$ cat src/design/saqmf_pkg.sv
package saqmf_pkg;

    localparam int unsigned SAMPLE_W = 32;
    localparam int unsigned COEF_W   = 15;
    localparam int unsigned CFG_IDX_W = 3;

    // Register indexes on the config port
    localparam logic [CFG_IDX_W-1:0] REG_BRANCH0_K1 = 3'd0;
    localparam logic [CFG_IDX_W-1:0] REG_BRANCH0_K2 = 3'd1;
    localparam logic [CFG_IDX_W-1:0] REG_BRANCH1_K1 = 3'd2;
    localparam logic [CFG_IDX_W-1:0] REG_BRANCH1_K2 = 3'd3;

    // Lattice micro-operations, one product each
    typedef enum logic [1:0] {
        OP_OUTER_IN  = 2'd0,  // t = x - k2*m2
        OP_OUTER_OUT = 2'd1,  // y = k2*t + m2
        OP_INNER_IN  = 2'd2,  // t = t - k1*m1
        OP_INNER_OUT = 2'd3   // m2 = m1 + k1*t
    } lat_op_t;

    typedef enum logic [1:0] {
        ST_IDLE,
        ST_MUL,
        ST_ACC,
        ST_FIN
    } state_t;

    // Arithmetic shift right by one
    function automatic logic [SAMPLE_W-1:0] halve(input logic [SAMPLE_W-1:0] v);
        halve = {v[SAMPLE_W-1], v[SAMPLE_W-1:1]};
    endfunction

endpackage

$ cat src/design/stereo_allpass_qmf_analysis_top.sv
// Stereo two-band allpass QMF analysis.
// Input channel: in_valid/in_ready with left_sample and right_sample, one
// stereo pair per item. Output channel: out_valid/out_ready with left_low,
// right_low, left_high, right_high. Samples alternate in phase: the first item
// after reset is even phase. An odd-phase item runs the odd branch, stores its
// halved output and gives no result. An even-phase item runs the even branch
// and gives one result: low = half0 + held half1, high = half0 - held half1.
// After acceptance an item runs the eight lattice products on one shared
// 16x32 multiplier, each as a multiply state then an accumulate state. An
// even item then passes through a final state that loads the output register
// and raises out_valid. in_ready is high only while idle, so the next item is
// taken only once the last is done: after its last accumulate for an odd item,
// after the final state for an even one. A finished result waits in the
// output register; if it is still untaken when the next even item completes,
// the block holds in its final state until out_ready frees the register.
// Reset clears coefficients, lattice delays, held halves and phase at once.
// The user must write coefficients through cfg_write_en/cfg_index/cfg_data
// only while idle; the block itself does not enforce this.
module stereo_allpass_qmf_analysis_top
    import saqmf_pkg::*;
(
    input  logic                 clk,
    input  logic                 rst_n,
    input  logic                 cfg_write_en,
    input  logic [CFG_IDX_W-1:0] cfg_index,
    input  logic [COEF_W-1:0]    cfg_data,
    input  logic                 in_valid,
    output logic                 in_ready,
    input  logic [SAMPLE_W-1:0]  left_sample,
    input  logic [SAMPLE_W-1:0]  right_sample,
    output logic                 out_valid,
    input  logic                 out_ready,
    output logic [SAMPLE_W-1:0]  left_low,
    output logic [SAMPLE_W-1:0]  right_low,
    output logic [SAMPLE_W-1:0]  left_high,
    output logic [SAMPLE_W-1:0]  right_high
);

    // Coefficients
    logic [COEF_W-1:0] b0_k1_reg, b0_k2_reg, b1_k1_reg, b1_k2_reg;

    // Control
    state_t  state_reg, state_next;
    lat_op_t op_reg;
    logic    chan_reg;
    logic    phase_reg;
    logic    out_valid_reg;

    // Datapath
    logic [SAMPLE_W-1:0] x_reg [2];
    logic [SAMPLE_W-1:0] lat_mem_reg [8];
    logic [SAMPLE_W-1:0] held_reg [2];
    logic [SAMPLE_W-1:0] half0_reg [2];
    logic [SAMPLE_W-1:0] t_reg;
    logic [SAMPLE_W-1:0] m1_hold_reg;
    logic [SAMPLE_W-1:0] prod_reg;
    logic [SAMPLE_W-1:0] left_low_reg, right_low_reg, left_high_reg, right_high_reg;

    logic [2:0]            mem_addr;
    logic [SAMPLE_W-1:0]   mem_rd;
    logic [COEF_W-1:0]     coef;
    logic [SAMPLE_W-1:0]   mult_data;
    logic signed [47:0]    mult_full;
    logic [SAMPLE_W-1:0]   sum_y;
    logic                  last_step;
    logic                  in_fire;
    logic                  out_free;

    assign in_fire  = in_valid && in_ready;
    assign out_free = !out_valid_reg || out_ready;
    assign last_step = (state_reg == ST_ACC) && (op_reg == OP_INNER_OUT) && chan_reg;

    // Delay read: ops on the outer stage use m2, inner stage uses m1
    assign mem_addr = {chan_reg, phase_reg, ~op_reg[1]};
    assign mem_rd   = lat_mem_reg[mem_addr];

    // Shared multiplier operands
    always_comb
    begin
        unique case ({phase_reg, op_reg[1]})
            2'b00:   coef = b0_k2_reg;
            2'b01:   coef = b0_k1_reg;
            2'b10:   coef = b1_k2_reg;
            default: coef = b1_k1_reg;
        endcase
    end

    assign mult_data = op_reg[0] ? t_reg : mem_rd;
    assign mult_full = $signed({{(48-COEF_W){1'b0}}, coef})
                     * $signed({{(48-SAMPLE_W){mult_data[SAMPLE_W-1]}}, mult_data});
    assign sum_y     = prod_reg + mem_rd;

    // Configuration registers
    always_ff @(posedge clk or negedge rst_n)
    begin
        if (!rst_n)
        begin
            b0_k1_reg <= '0;
            b0_k2_reg <= '0;
            b1_k1_reg <= '0;
            b1_k2_reg <= '0;
        end
        else if (cfg_write_en)
        begin
            unique case (cfg_index)
                REG_BRANCH0_K1: b0_k1_reg <= cfg_data;
                REG_BRANCH0_K2: b0_k2_reg <= cfg_data;
                REG_BRANCH1_K1: b1_k1_reg <= cfg_data;
                REG_BRANCH1_K2: b1_k2_reg <= cfg_data;
                default: ;
            endcase
        end
    end

    // Next state
    always_comb
    begin
        state_next = state_reg;
        unique case (state_reg)
            ST_IDLE:
            begin
                if (in_valid)
                    state_next = ST_MUL;
            end
            ST_MUL:
                state_next = ST_ACC;
            ST_ACC:
            begin
                if (last_step)
                    state_next = phase_reg ? ST_IDLE : ST_FIN;
                else
                    state_next = ST_MUL;
            end
            ST_FIN:
            begin
                if (out_free)
                    state_next = ST_IDLE;
            end
            default:
                state_next = ST_IDLE;
        endcase
    end

    // Handshake outputs
    always_comb
    begin
        in_ready  = (state_reg == ST_IDLE);
        out_valid = out_valid_reg;
    end

    // Control registers
    always_ff @(posedge clk or negedge rst_n)
    begin
        if (!rst_n)
        begin
            state_reg     <= ST_IDLE;
            op_reg        <= OP_OUTER_IN;
            chan_reg      <= 1'b0;
            phase_reg     <= 1'b0;
            out_valid_reg <= 1'b0;
        end
        else
        begin
            state_reg <= state_next;
            if (in_fire)
            begin
                op_reg   <= OP_OUTER_IN;
                chan_reg <= 1'b0;
            end
            else if (state_reg == ST_ACC)
            begin
                op_reg <= lat_op_t'(op_reg + 2'd1);
                if (op_reg == OP_INNER_OUT)
                    chan_reg <= ~chan_reg;
            end
            // Phase flips when the item is done
            if (last_step && phase_reg)
                phase_reg <= 1'b0;
            else if (state_reg == ST_FIN && out_free)
                phase_reg <= 1'b1;
            // Output register
            if (state_reg == ST_FIN && out_free)
                out_valid_reg <= 1'b1;
            else if (out_ready)
                out_valid_reg <= 1'b0;
        end
    end

    // Lattice delays and held halves
    always_ff @(posedge clk or negedge rst_n)
    begin
        if (!rst_n)
        begin
            for (int i = 0; i < 8; i++)
                lat_mem_reg[i] <= '0;
            held_reg[0] <= '0;
            held_reg[1] <= '0;
        end
        else if (state_reg == ST_ACC)
        begin
            unique case (op_reg)
                OP_OUTER_OUT:
                begin
                    if (phase_reg)
                        held_reg[chan_reg] <= halve(sum_y);
                end
                OP_INNER_IN:
                    lat_mem_reg[{chan_reg, phase_reg, 1'b0}] <= t_reg - prod_reg;
                OP_INNER_OUT:
                    lat_mem_reg[{chan_reg, phase_reg, 1'b1}] <= m1_hold_reg + prod_reg;
                default: ;
            endcase
        end
    end

    // Working registers
    always_ff @(posedge clk)
    begin
        if (in_fire)
        begin
            x_reg[0] <= left_sample;
            x_reg[1] <= right_sample;
        end
        if (state_reg == ST_MUL)
        begin
            prod_reg <= mult_full[46:15];
            if (op_reg == OP_INNER_IN)
                m1_hold_reg <= mem_rd;
        end
        if (state_reg == ST_ACC)
        begin
            unique case (op_reg)
                OP_OUTER_IN:
                    t_reg <= x_reg[chan_reg] - prod_reg;
                OP_OUTER_OUT:
                begin
                    if (!phase_reg)
                        half0_reg[chan_reg] <= halve(sum_y);
                end
                OP_INNER_IN:
                    t_reg <= t_reg - prod_reg;
                default: ;
            endcase
        end
        if (state_reg == ST_FIN && out_free)
        begin
            left_low_reg   <= half0_reg[0] + held_reg[0];
            right_low_reg  <= half0_reg[1] + held_reg[1];
            left_high_reg  <= half0_reg[0] - held_reg[0];
            right_high_reg <= half0_reg[1] - held_reg[1];
        end
    end

    assign left_low   = left_low_reg;
    assign right_low  = right_low_reg;
    assign left_high  = left_high_reg;
    assign right_high = right_high_reg;

    // An accepted item always starts with the first product of the left channel
    assert property (@(posedge clk) disable iff (!rst_n)
        in_fire |=> (state_reg == ST_MUL) && (op_reg == OP_OUTER_IN) && !chan_reg)
        else $error("item did not start at first lattice step");

    // Only even-phase items reach the output stage
    assert property (@(posedge clk) disable iff (!rst_n)
        (state_reg == ST_FIN) |-> !phase_reg)
        else $error("odd-phase item reached output stage");

    // Odd-phase item ends by returning to idle with phase cleared
    assert property (@(posedge clk) disable iff (!rst_n)
        (last_step && phase_reg) |=> (state_reg == ST_IDLE) && !phase_reg)
        else $error("odd-phase item did not finish cleanly");

    // A new result appears only after the output stage
    assert property (@(posedge clk) disable iff (!rst_n)
        $rose(out_valid_reg) |-> $past(state_reg == ST_FIN))
        else $error("result raised outside output stage");

endmodule

$ cat config.mk
export PLATFORM = sky130hd
export DESIGN_NAME = stereo_allpass_qmf_analysis_top
export DESIGN_NICKNAME = d
export VERILOG_FILES = /design/src/design/saqmf_pkg.sv /design/src/design/stereo_allpass_qmf_analysis_top.sv
export SDC_FILE = /design/constraint.sdc
export NUM_CORES = 2
export LEC_CHECK = 0
export BUFFER_PORTS_ARGS = -buffer_cell sky130_fd_sc_hd__buf_4
export CAP_MARGIN = 10
export CORE_UTILIZATION = 35
export CTS_CLUSTER_DIAMETER = 200
export DETAILED_ROUTE_END_ITERATION = 12
export PLACE_DENSITY = 0.48
export SLEW_MARGIN = 10
export SYNTH_ARGS = -nofsm -noshare
export SYNTH_HDL_FRONTEND = slang
export SYNTH_SLANG_ARGS = --single-unit
$ cat constraint.sdc
create_clock -name clk -period 22.6 [get_ports clk]
set_input_delay 5.65 -clock clk [delete_from_list [all_inputs] [get_ports clk]]
set_output_delay 5.65 -clock clk [all_outputs]
set_load 0.02 [all_outputs]
==> results.ini <==
[synth]
synthArstFlopShare=0.525
synth_nets=6420
syn_inst=5518
synth_area_um2=56500
yosysSeqAreaShare=0.355
ys_ff_latch=733
synth_enable_flop_cells=348
synth_cell_type_count=77
yosys_warnings=0
avgSynthCellArea_um2=10.2
synth_flop_cell=dfrtp_1

[detailed_routing]
drt_pre_antenna_iters=5
drtAntennaViolNets=0
via_per_inst=5.10
num_vias=40200
totalWireLength_um=171000
drt_iter0_markers=2398
drc_errors=0
wl_per_cell_um=21.7

[floorplanning]
fp.dieH_um=404
io_pins=217
die_area_um2=163000
rows=147
coreArea_um2=160000
chipWidth_um=404
initial_core_util=0.352

[clock_network]
clock-sinks=733
post-cts-setup-buffers=0
cts_hold_buf=0
htree_levels=3
clockBufferDepth=3
cts-root-buf=clkbuf_16
cts_made_buffers=84
cts_tree=done
clk_pin_slew_worst_paths_ns=0.06
cts_resized=0
insertion_delay_ns=0.69

[critical_path]
cpPeakStageDelay_ns=0.96
crit_slowest_cell=dfrtp_4
rrSetupSlack_ns=12.76
crit_fanout=55
cpLargestDelayFamily=adder cells
crit_required_ns=23.03
cp-startpoint=phase_reg
crit_top_cell=fa_1
cp_num_buf_inv=5
worstSetupEndpointType=flop
crit_type=flop to flop
start_kind=flop
worstReg2RegStart=phase_reg
cp.arrival_ns=10.27

[timing]
rsz0062_at_grt=false
period_share=0.435
tightest_slew_ns=1.23
slew_headroom=0.154
setup_viol=0
hold_violations=0
fin_crit_ns=9.84
slew_viol_final=0
fin_skew_ns=0.0330
max_freq_mhz=102
tns_ns=0

[placed_design]
io_buffers=216
dp_cells=7731
placed_area_um2=60600
place_congestion=0.911
dp_hpwl_um=129000

[cells_and_area]
final_cell_area_um2=63600
instances_no_fill=7885
nets=6559
layout_common_cells=nand2_1 (846), inv_1 (666), fa_1 (456), dfrtp_1 (382), ha_1 (358)
area_delta_synth_final_pct=12.4
largest_register_ffs=256
layout_commonest_cell=nand2_1
drive_gt1_frac=0.140

[status]
outcome=complete, no violations

[hold_path]
min_from=lat_mem_reg[155]
hold_path.class=flop to flop

[flow_run]
drv_cap=0

[global_route]
grt_max_degree=169
gr-usage-all-layers=0.210
grt_pass1_wl_um=259000
antenna_found_initial=5
grt.overflow.total=0
grt_pass1_vias=41000

[cell type report]
type | instances | area, µm²
timing repair buffer | 275 | 2080
clock inverter | 43 | 616
antenna | 1 | 2.50
inverter | 671 | 2520
clock buffer | 110 | 2350
tap | 2160 | 2700
sequential | 733 | 20100
multi-input combinational | 3892 | 33200
fill | 16000 | 96800
[logic make-up after synthesis]
family                   Yosys count  synth area share
buffers and inverters            893            0.0599
XOR/XNOR                         258            0.0400
flip-flops                       733             0.355
multiplexers                     364            0.0855
AO/OA/AOI/OAI                    894            0.0996
adder cells (fa/ha/maj)          815             0.241
AND/OR/NAND/NOR                 1561             0.119
[path summary, 6_finish.rpt]
check	end	cells after the start
min in group asynchronous	lat_mem_reg[250]	1
setup reg to reg	prod_reg[30]	27
setup / recovery	prod_reg[30]	27
hold / removal	lat_mem_reg[155]	2
max in group asynchronous	op_reg[1]	2
hold reg to reg	lat_mem_reg[155]	2
[stage by stage]
step / worst slack (ns) / hold WS, ns / utilization
4_1_cts: 12.71 / 0.472 / 0.396
5_1_grt: 12.27 / 0.492 / 0.396
6_report: 12.76 / 0.470 / 0.396
3_5_place_dp: 12.72 / 0.459 / 0.378
2_1_floorplan: 10.59 / 0.440 / -
3_3_place_gp: 12.83 / 0.453 / 0.378
[cell usage after synthesis (7+ instances only)]
library cell / instances / share of area
ha_1: 359 / 0.079
and3_1: 19 / 0.0021
nor2_1: 339 / 0.023
or3_1: 16 / 0.0018
fa_1: 456 / 0.16
or2_2: 14 / 0.0015
o2111ai_1: 14 / 0.0022
o21a_1: 36 / 0.0048
a211oi_1: 20 / 0.0027
a211o_1: 11 / 0.0017
clkbuf_1: 185 / 0.012
xor2_1: 68 / 0.011
a21oi_1: 237 / 0.021
nand3_1: 53 / 0.0047
dfrtp_1: 385 / 0.17
mux2i_1: 45 / 0.0080
nand4_1: 29 / 0.0032
a2111oi_0: 14 / 0.0022
xnor2_1: 190 / 0.029
a21o_1: 106 / 0.014
nand2_1: 848 / 0.056
mux4_2: 70 / 0.028
buf_1: 25 / 0.0017
o21bai_1: 65 / 0.0086
buf_2: 7 / 0.00062
and2_1: 16 / 0.0018
nor3_1: 50 / 0.0044
nor4_1: 9 / 0.0010
mux2_2: 249 / 0.050
a31oi_1: 25 / 0.0028
edfxtp_1: 348 / 0.18
a21boi_0: 11 / 0.0015
nand2b_1: 48 / 0.0053
inv_1: 667 / 0.044
a311oi_1: 9 / 0.0014
o31ai_1: 10 / 0.0013
o211ai_1: 11 / 0.0015
o21ai_0: 254 / 0.022
nor2b_1: 93 / 0.010
[metal layers]
layer / routed length (µm) / vias to the layer above / GRT usage
met5: 13 / - / 0
met4: 4260 / 2 / 0.0523
met3: 7670 / 223 / 0.0295
met2: 82300 / 970 / 0.352
met1: 77100 / 20300 / 0.285
li1: - / 18700 / -
[worst register-to-register path, stage by stage (launching register included)]
cell	delay, ns
dfrtp_4	0.96
buf_4	0.83
mux4_2	0.45
nand2_1	0.08
nand2_1	0.20
mux2i_1	0.79
nor2_1	0.17
fa_1	0.57
inv_1	0.05
fa_1	0.45
fa_1	0.51
inv_1	0.05
fa_1	0.49
fa_1	0.52
inv_1	0.06
fa_1	0.48
inv_1	0.05
ha_1	0.38
nand4_1	0.18
nor3_1	0.42
o2111ai_1	0.32
a211oi_1	0.39
a221oi_4	0.14
o21bai_1	0.29
a41oi_1	0.26
o21bai_1	0.26
a21oi_1	0.11
xnor2_1	0.13
Power is not shown: default switching activity piles up to over one toggle a cycle in this logic, so the estimate is an artifact.
